File: src/hw/rtl/ngp_ram.sv
module ngp_ram #(
  parameter int WIDTH = 8,
  parameter int DEPTH = 16
) (
  input  logic                                   clk_i,
  input  logic                                   we_i,
  input  logic [(DEPTH > 1 ? $clog2(DEPTH) : 1)-1:0] waddr_i,
  input  logic [WIDTH-1:0]                       wdata_i,
  input  logic [(DEPTH > 1 ? $clog2(DEPTH) : 1)-1:0] raddr_i,
  output logic [WIDTH-1:0]                       rdata_o
);

  logic [WIDTH-1:0] mem [DEPTH];

  always_ff @(posedge clk_i) begin
    if (we_i) begin
      mem[waddr_i] <= wdata_i;
    end
    rdata_o <= mem[raddr_i];
  end

endmodule

File: config.mk
export PLATFORM = sky130hd
export DESIGN_NAME = ngp_ram
export DESIGN_NICKNAME = d
export VERILOG_FILES = /design/src/hw/rtl/ngp_ram.sv
export SDC_FILE = /design/constraint.sdc
export NUM_CORES = 1
export LEC_CHECK = 0
export BUFFER_PORTS_ARGS = -buffer_cell sky130_fd_sc_hd__buf_2
export CAP_MARGIN = 20
export CORE_ASPECT_RATIO = 1.2
export CORE_MARGIN = 10
export CORE_UTILIZATION = 45
export DETAILED_ROUTE_END_ITERATION = 10
export HOLD_SLACK_MARGIN = 0.02
export PLACE_DENSITY = 0.73
export RECOVER_POWER = 25
export SLEW_MARGIN = 20
export SYNTH_ARGS = -nofsm -noshare
export SYNTH_HDL_FRONTEND = slang
export SYNTH_SLANG_ARGS = --single-unit
File: constraint.sdc
create_clock -name clk_i -period 2.4 [get_ports clk_i]
set_input_delay 0.36 -clock clk_i [delete_from_list [all_inputs] [get_ports clk_i]]
set_output_delay 0.36 -clock clk_i [all_outputs]
set_load 0.01 [all_outputs]
==> results.yml, run 1 <==
pwr:
  p_clk_share_pct: 44.6
  leakagePower_nw: 2.054
  power.switching_mw: 1.023
  share_seq_of_total_power_pct: 50.7
  peakVddDrop_mv: 0.5108
  combPwrFrac_pct: 4.7
  p_int_mw: 4.243
  p_per_area_nw_per_um2: 866.5
  finalPower_mw: 5.266
  p_sw_share_pct: 19.42
drt:
  wirelength_mm: 9.602
  drtAntennaViolNets: 0
  wl_per_cell_um: 21.43
  drt-vias-per-instance: 5.286
  drt-pass1-iter-count: 4
  drc: 0
  num_vias: 2368
  drt-initial-drc-count: 186
clock_network:
  clkLatencyLatePin_ns: 0.41
  clkSlewWorstSetupHoldPaths_ns: 0.06
  clock-sinks: 136
  cts_buffers: 17
  postCtsSetupBuffers: 0
  cts_hold_buf: 0
  post_cts_resized: 0
  cts_root_buffer: "clkbuf_16"
  htree_levels: 4
  cts_buffer_depth: 2
  cts_tree: "built"
layout:
  drive_gt1_share_pct: 27.89
  finalNetCount: 299
  syn_to_final_growth_pct: 18.06
  post-route-util_pct: 54.81
  final_cell_mix: "edfxtp_1 (128), buf_2 (19), mux4_2 (18)"
  final_cells: 448
  diodes: 0
  layout_commonest_cell: "edfxtp_1"
sta:
  skew_ns: 0.004560
  finalCriticalPeriod_ns: 1.409
  timing.fmax_mhz: 709.6
  period_share_pct: 58.72
  relSlewSlack_pct: 51.64
  final-setup-viol-count: 0
  tightest_slew_ns: 0.7240
  finalHoldViolations: 0
  tns_ns: 0
  rsz0062_at_grt: "false"
  fin_ws_ns: 0.9907
  finalMaxSlewViolations: 0
worst_setup_path:
  critical_path.max_fanout: 32
  cp_slowest_cell: "mux4_1"
  worstSetupPathType: "in -> reg"
  critPathTopFamily: "multiplexers"
  crit_path_max_incr_delay_ns: 0.60
  cp-startpoint: "raddr_i[0]"
  critPathLaunchType: "primary input"
  cp.arrival_ns: 1.71
  cp-end-kind: "flop"
  path_cells: "buf_2 > buf_12 > mux4_1 > a22oi_1 > nand2_1"
  r2r-start: "mem[1][1]"
  path_buf_inv: 2
  cp_data_required_time_ns: 2.70
global_routing:
  track_usage_pct: 12.80
  use_met1_pct: 15.31
  antenna_found_initial: 0
  grt_overflow: 0
  grt_pass1_wl_mm: 15.24
  grt_util_met2_pct: 21.12
  grt_pass1_vias: 2615
  grt_max_degree: 33
  busiest_layer: "met2"
  grtUsageMet3_pct: 3.792
logic_synthesis:
  syn-num-nets: 247
  seq_area_frac_synth_pct: 77.78
  synth_area_um2: 5147
  synth_cell_type_count: 19
  ys_seq_elements: 136
  synth_top_area_share_pct: 74.67
  synth_ff_type: "edfxtp_1"
  synth_cells: 229
  async_flop_share_pct: 0
  syn_avg_cell_area_um2: 22.48
  synth-edff-count: 128
  synth.area.top_cells: "edfxtp_1 (75%), mux4_2 (7.9%), mux4_1 (7.1%)"
  synth_top_area_cell: "edfxtp_1"
  yosysWarnings: 0
outcome:
  status: "complete, no violations"
worst_hold_path:
  min-delay-start: "wdata_i[6]"
  holdCritPathClass: "in -> reg"
place:
  place_ws_ns: 0.5686
  dp_hpwl_mm: 6.216
  placed_cells: 416
  gp_congestion: 0.7380
  numPortBuffers: 25
floorplan:
  core_um2: 11090
  floorplan.initialDensity_pct: 46.42
  io_pins: 26
  fp.dieH_um: 137.2
  rows: 42
  fp.dieArea_um2: 16130
  die_w_um: 117.6
run:
  maxCapViolations: 0
through the flow:
stage               area [um^2]  hold slack, ns
floorplan                  5147          0.4589
global placement           5539          0.6514
detailed placement         5539          0.6705
CTS                        6085          0.3193
global route               6077          0.3485
finish                     6077          0.3416
per-layer routing:
| metal | part of all wire [%] | up-vias |
|---|---|---|
| met5 | 0 | - |
| met1 | 42 | 1214 |
| met2 | 51 | 67 |
| li1 | - | 1074 |
| met3 | 5.1 | 13 |
| met4 | 1.7 | 0 |
sequential cells by signal, indices dropped and copies added, names as in the netlist:
signal   flops
mem        128
rdata_o      8
cell usage after synthesis, types with 2 or more instances:
master           count
edfxtp_1           128
mux4_2              18
a22oi_1             16
mux4_1              14
nor2_1              13
nand2_1              9
dfxtp_1              8
nor3_1               4
buf_2                3
buf_6                3
clkdlybuf4s25_2      3
nand2b_1             2
nand3b_1             2
cell families (layout without fill, tap and decap cells):
family,Yosys count,in the layout,share of synthesized area (%)
muxes,32,32,15.02
and+or+nand+nor,35,35,3.184
AOI/OAI and AO/OA,16,16,2.334
DFF,136,136,77.78
buffers and inverters,10,75,1.677
power groups by stage:
stage | Sequential (mW) | Combinational, mW | Clock (mW)
finish | 2.67 | 0.245 | 2.35
global route | 2.68 | 0.266 | 2.49
CTS | 2.67 | 0.252 | 2.38
detailed placement | 2.72 | 0.250 | 0
global placement | 2.72 | 0.244 | 0
floorplan | 2.72 | 0.135 | 0
path summary, 6_finish.rpt:
kind | end | slack (ns) | cells after the start
max | rdata_o[1] | 0.99 | 5
min reg2reg | rdata_o[3] | 0.68 | 3
max reg2reg | rdata_o[1] | 1.04 | 3
min | mem[3][6] | 0.34 | 1
cell type report:
type	count	area [um^2]
clock buffer	29	530.5
timing repair buffer	43	277.8
tap	154	192.7
multi-input combinational	83	1057
clock inverter	3	15.01
fill	804	5011
sequential	136	4004
(Power assumes the default switching activity.)
==> run 2: changes to the inputs <==
==> constraint.sdc (replaced) <==
create_clock -name clk_i -period 1.45 [get_ports clk_i]
set_input_delay 0.2175 -clock clk_i [delete_from_list [all_inputs] [get_ports clk_i]]
set_output_delay 0.2175 -clock clk_i [all_outputs]
set_load 0.01 [all_outputs]
==> run 2 against run 1 <==
  * Cell count up 4.2%
  * Utilization up 2.4 points
  * Non-clock buffer count up 19
  * Sequential cell count unchanged
  * Clock-buffer cell count down 10
  * Sequential share of layout area down 2.8 points
  * Routed wire length up 5.2%
  * Largest cell class unchanged
  * Highest routed layer unchanged
==> results.yml, run 2 (synthesis results as in run 1) <==
outcome:
  status: "complete, no violations"
worst_setup_path:
  path_buf_inv: 0
  worstSetupPathType: "reg -> reg"
  cp_data_required_time_ns: 1.74
  path_cells: "mux4_1 > a22oi_1 > nand2_1"
  cp-end-kind: "flop"
  crit_path_max_incr_delay_ns: 0.50
  critPathLaunchType: "flop"
  cp.arrival_ns: 1.62
  cp_slowest_cell: "mux4_1"
  critPathTopFamily: "multiplexers"
  r2r_cells: 3
  crit_cells: 3
  critical_path.max_fanout: 1
place:
  numPortBuffers: 25
  placed_cells: 435
  gp_congestion: 0.8090
  dp_hpwl_mm: 6.496
  placed_area_um2: 5699
worst_hold_path:
  hold_depth: 1
  holdCritPathClass: "in -> reg"
layout:
  syn_to_final_growth_pct: 23.21
  drive_gt1_share_pct: 33.55
  top_register: "mem"
  finalNetCount: 318
  fillers: 787
  top_regs: "mem (128), rdata_o (8)"
  final_area_um2: 6342
  multi_input_area_um2: 1062
  final_cells: 467
  diodes: 0
  layout_commonest_cell: "edfxtp_1"
  largest_reg_flops: 128
  seqCellArea_um2: 4004
  final_cell_mix: "edfxtp_1 (128), buf_4 (34), mux4_2 (18), buf_2 (18), clkbuf_16 (17)"
pwr:
  peakVddDrop_mv: 0.9401
  leakagePower_nw: 2.192
  p_per_area_nw_per_um2: 1498
sta:
  finalHoldViolations: 0
  finalMaxSlewViolations: 0
  timing.fmax_mhz: 752.3
  period_share_pct: 91.67
  relSlewSlack_pct: 47.70
  final-setup-viol-count: 0
  skew_ns: 0.003910
  tightest_slew_ns: 0.7829
  tns_ns: 0
  rsz0062_at_grt: "false"
  finalCriticalPeriod_ns: 1.329
drt:
  drt-vias-per-instance: 5.351
  drt-pass1-iter-count: 5
  drtAntennaViolNets: 0
  wl_per_cell_um: 21.64
  wirelength_mm: 10.11
  drc: 0
  num_vias: 2499
  drt-initial-drc-count: 296
global_routing:
  grt_pass1_wl_mm: 15.59
  grt_overflow: 0
  antenna_found_initial: 0
  grt_max_degree: 29
  grt_pass1_vias: 2641
  track_usage_pct: 13.22
clock_network:
  cts_root_buffer: "clkbuf_16"
  cts_hold_buf: 0
  clkSlewWorstSetupHoldPaths_ns: 0.06
  cts_buffers: 17
  cts_buffer_depth: 2
  postCtsSetupBuffers: 0
  cts_tree: "built"
  htree_levels: 4
  post_cts_resized: 0
  clkLatencyLatePin_ns: 0.40
  clock-sinks: 136
floorplan:
  floorplan.initialDensity_pct: 46.42
  core_um2: 11090
  fp.dieArea_um2: 16130
  die_w_um: 117.6
  rows: 42
  fp.dieH_um: 137.2
  io_pins: 26
run:
  maxCapViolations: 0
==> run 2: cell types whose count changed in the layout (fill, tap and decap cells not counted), sizes merged <==
cell / before / now
buf: 37 / 55
bufinv: 0 / 5
clkbuf: 35 / 26
clkinv: 3 / 4
clkinvlp: 0 / 3
inv: 0 / 1
==> run 2: final timing paths <==
check                                 from          to  slack [ns]
worst min register to register  mem[12][1]  rdata_o[1]        0.67
worst max register to register   mem[1][1]  rdata_o[1]        0.12
worst max-delay path             mem[1][1]  rdata_o[1]        0.12
worst min-delay path            wdata_i[5]   mem[5][5]        0.23
==> run 2: cell type report <==
type,count,share of cell area [%]
multi-input combinational,83,16.75
tap,154,3.038
timing repair buffer,62,6.806
clock buffer,19,7.141
clock inverter,13,3.137
sequential,136,63.13
==> run 2: metal layers <==
| layer | up-vias | track usage (%) | share of wire, % |
|---|---|---|---|
| li1 | 1114 | - | - |
| met1 | 1275 | 15.14 | 39 |
| met2 | 90 | 22.56 | 53 |
| met3 | 20 | 3.710 | 5.0 |
| met4 | 0 | 6.534 | 2.4 |
| met5 | - | 0 | 0 |
==> run 2: worst reg2reg max path, delay by kind of cell, from the launching register on <==
family           cells  cell delay (ns)
AO/OA/AOI/OAI        1             0.27
flip-flops           1             0.36
multiplexers         1             0.50
AND/OR/NAND/NOR      1             0.08
==> run 2: power by group <==
group          total, mW  internal (mW)  switching, mW
Combinational      0.445          0.200          0.244
Sequential          4.43           4.40         0.0282
Clock               4.63           3.13           1.51
==> run 2: metrics by stage <==
stage / worst slack [ns] / total power, mW / util [%] / hold WS, ns
6_report: 0.1208 / 9.504 / 57.20 / 0.2313
5_1_grt: 0.04578 / 9.789 / 57.20 / 0.2215
4_1_cts: 0.09229 / 9.596 / 57.28 / 0.1719
3_5_place_dp: -0.2291 / 4.955 / 51.40 / 0.6119
3_3_place_gp: -0.2044 / 4.936 / 51.40 / 0.5895
2_1_floorplan: -0.03365 / 4.731 / - / 0.3164
==> run 3: changes to the inputs <==
--- a/config.mk
+++ b/config.mk
@@ -5,7 +5,7 @@
 export SDC_FILE = /design/constraint.sdc
 export NUM_CORES = 1
 export LEC_CHECK = 0
-export BUFFER_PORTS_ARGS = -buffer_cell sky130_fd_sc_hd__buf_2
+export BUFFER_PORTS_ARGS = -buffer_cell sky130_fd_sc_hd__clkbuf_2
 export CAP_MARGIN = 20
 export CORE_ASPECT_RATIO = 1.2
 export CORE_MARGIN = 10
==> run 3 against run 2 <==
  * Fmax is 3.0% lower
  * Power increased by 0.74%
  * Cell count up 0.21%
  * Clock skew grew 0.0060 ns
  * First-iteration DRC count decreased by 44%
  * Non-clock buffer count grew 1
  * Combinational power up 1%
  * Register-to-register slack worse by 0.04 ns
  * Critical path type unchanged
  * Clock power rose by 2%
  * Largest power group unchanged
==> results.yml, run 3 (synthesis results as in run 1) <==
outcome:
  status: "complete, no violations"
layout:
  layout_commonest_cell: "edfxtp_1"
  largest_reg_flops: 128
  final_area_um2: 6387
  diodes: 0
  top_regs: "mem (128), rdata_o (8)"
  post-route-util_pct: 57.61
  top_register: "mem"
  finalNetCount: 319
  final_cell_mix: "edfxtp_1 (128), buf_4 (33), clkbuf_2 (20)"
  final_cells: 468
  drive_gt1_share_pct: 34.39
  syn_to_final_growth_pct: 24.09
sta:
  period_share_pct: 94.50
  relSlewSlack_pct: 48.69
  rsz0062_at_grt: "false"
  final-setup-viol-count: 0
  finalMaxSlewViolations: 0
  finalHoldViolations: 0
  tightest_slew_ns: 0.7681
  tns_ns: 0
  timing.fmax_mhz: 729.8
  skew_ns: 0.009895
  finalCriticalPeriod_ns: 1.370
drt:
  num_vias: 2483
  wl_per_cell_um: 21.18
  drc: 0
  drt-vias-per-instance: 5.306
  drtAntennaViolNets: 0
  wirelength_mm: 9.911
  drt-initial-drc-count: 165
  drt-pass1-iter-count: 5
worst_setup_path:
  cp-end-kind: "flop"
  worstSetupPathType: "reg -> reg"
  cp_data_required_time_ns: 1.74
  critPathLaunchType: "flop"
  cp.arrival_ns: 1.66
  critical_path.max_fanout: 1
pwr:
  leakagePower_nw: 2.229
  peakVddDrop_mv: 1.018
  finalPower_mw: 9.574
  p_per_area_nw_per_um2: 1499
floorplan:
  io_pins: 26
  floorplan.initialDensity_pct: 46.42
  fp.dieH_um: 137.2
  die_w_um: 117.6
  core_um2: 11090
  fp.dieArea_um2: 16130
  rows: 42
clock_network:
  cts_tree: "built"
  htree_levels: 4
  cts_root_buffer: "clkbuf_16"
  post_cts_resized: 0
  postCtsSetupBuffers: 0
  cts_buffer_depth: 2
  clock-sinks: 136
  clkSlewWorstSetupHoldPaths_ns: 0.06
  cts_hold_buf: 0
  cts_buffers: 17
  clkLatencyLatePin_ns: 0.41
place:
  placed_area_um2: 5732
  gp_congestion: 0.7504
  numPortBuffers: 25
  dp_hpwl_mm: 6.526
  placed_cells: 436
global_routing:
  grt_overflow: 0
  antenna_found_initial: 0
  track_usage_pct: 13.04
  grt_pass1_vias: 2634
  grt_max_degree: 23
  grt_pass1_wl_mm: 15.44
run:
  maxCapViolations: 0
worst_hold_path:
  holdCritPathClass: "in -> reg"
run 3: changes by cell type in the layout (fill, tap and decap cells not counted), sizes merged:
cell      before  now
clkbuf        26   49
buf           55   38
clkinvlp       3    0
clkinv         4    3
inv            1    0
run 3: worst paths after layout:
kind / from / to / slack, ns / cells past startpoint
setup reg to reg: mem[9][5] / rdata_o[5] / 0.08 / 3
setup / recovery: mem[9][5] / rdata_o[5] / 0.08 / 3
hold reg to reg: mem[13][7] / rdata_o[7] / 0.67 / 3
hold / removal: wdata_i[5] / mem[7][5] / 0.26 / 1
run 3: worst max-delay path, stage by stage, from the launching register on:
cell,delay (ns)
edfxtp_1,0.35
mux4_1,0.51
a22oi_1,0.30
nand2_1,0.09
run 3: area by class of cell:
type | count | area, um^2
Multi-Input combinational cell | 83 | 1067
Tap cell | 154 | 192.7
Timing Repair Buffer | 63 | 466.7
Clock buffer | 24 | 491.7
Sequential cell | 136 | 4004
Fill cell | 773 | 4701
Clock inverter | 8 | 165.2
run 3: per-layer routing:
layer  GRT usage [%]  up-vias  share of wire, %
met5               0        -                 0
met3           4.658        8               5.3
met4           5.571        0               1.2
li1                -     1115                 -
met1           15.08     1272                40
met2           21.71       88                53
run 3: report_power, final:
part / switching (mW) / internal [mW] / total, mW
clock: 1.47 / 3.23 / 4.70
combinational: 0.242 / 0.209 / 0.450
sequential: 0.0251 / 4.40 / 4.42
run 3: metrics by stage:
stage	setup slack (ns)	hold WS [ns]
after floorplan	-0.03365	0.3164
after global placement	-0.2240	0.6192
after detailed placement	-0.1916	0.6150
after CTS	0.02231	0.2211
after global routing	0.02657	0.2755
final	0.07980	0.2589
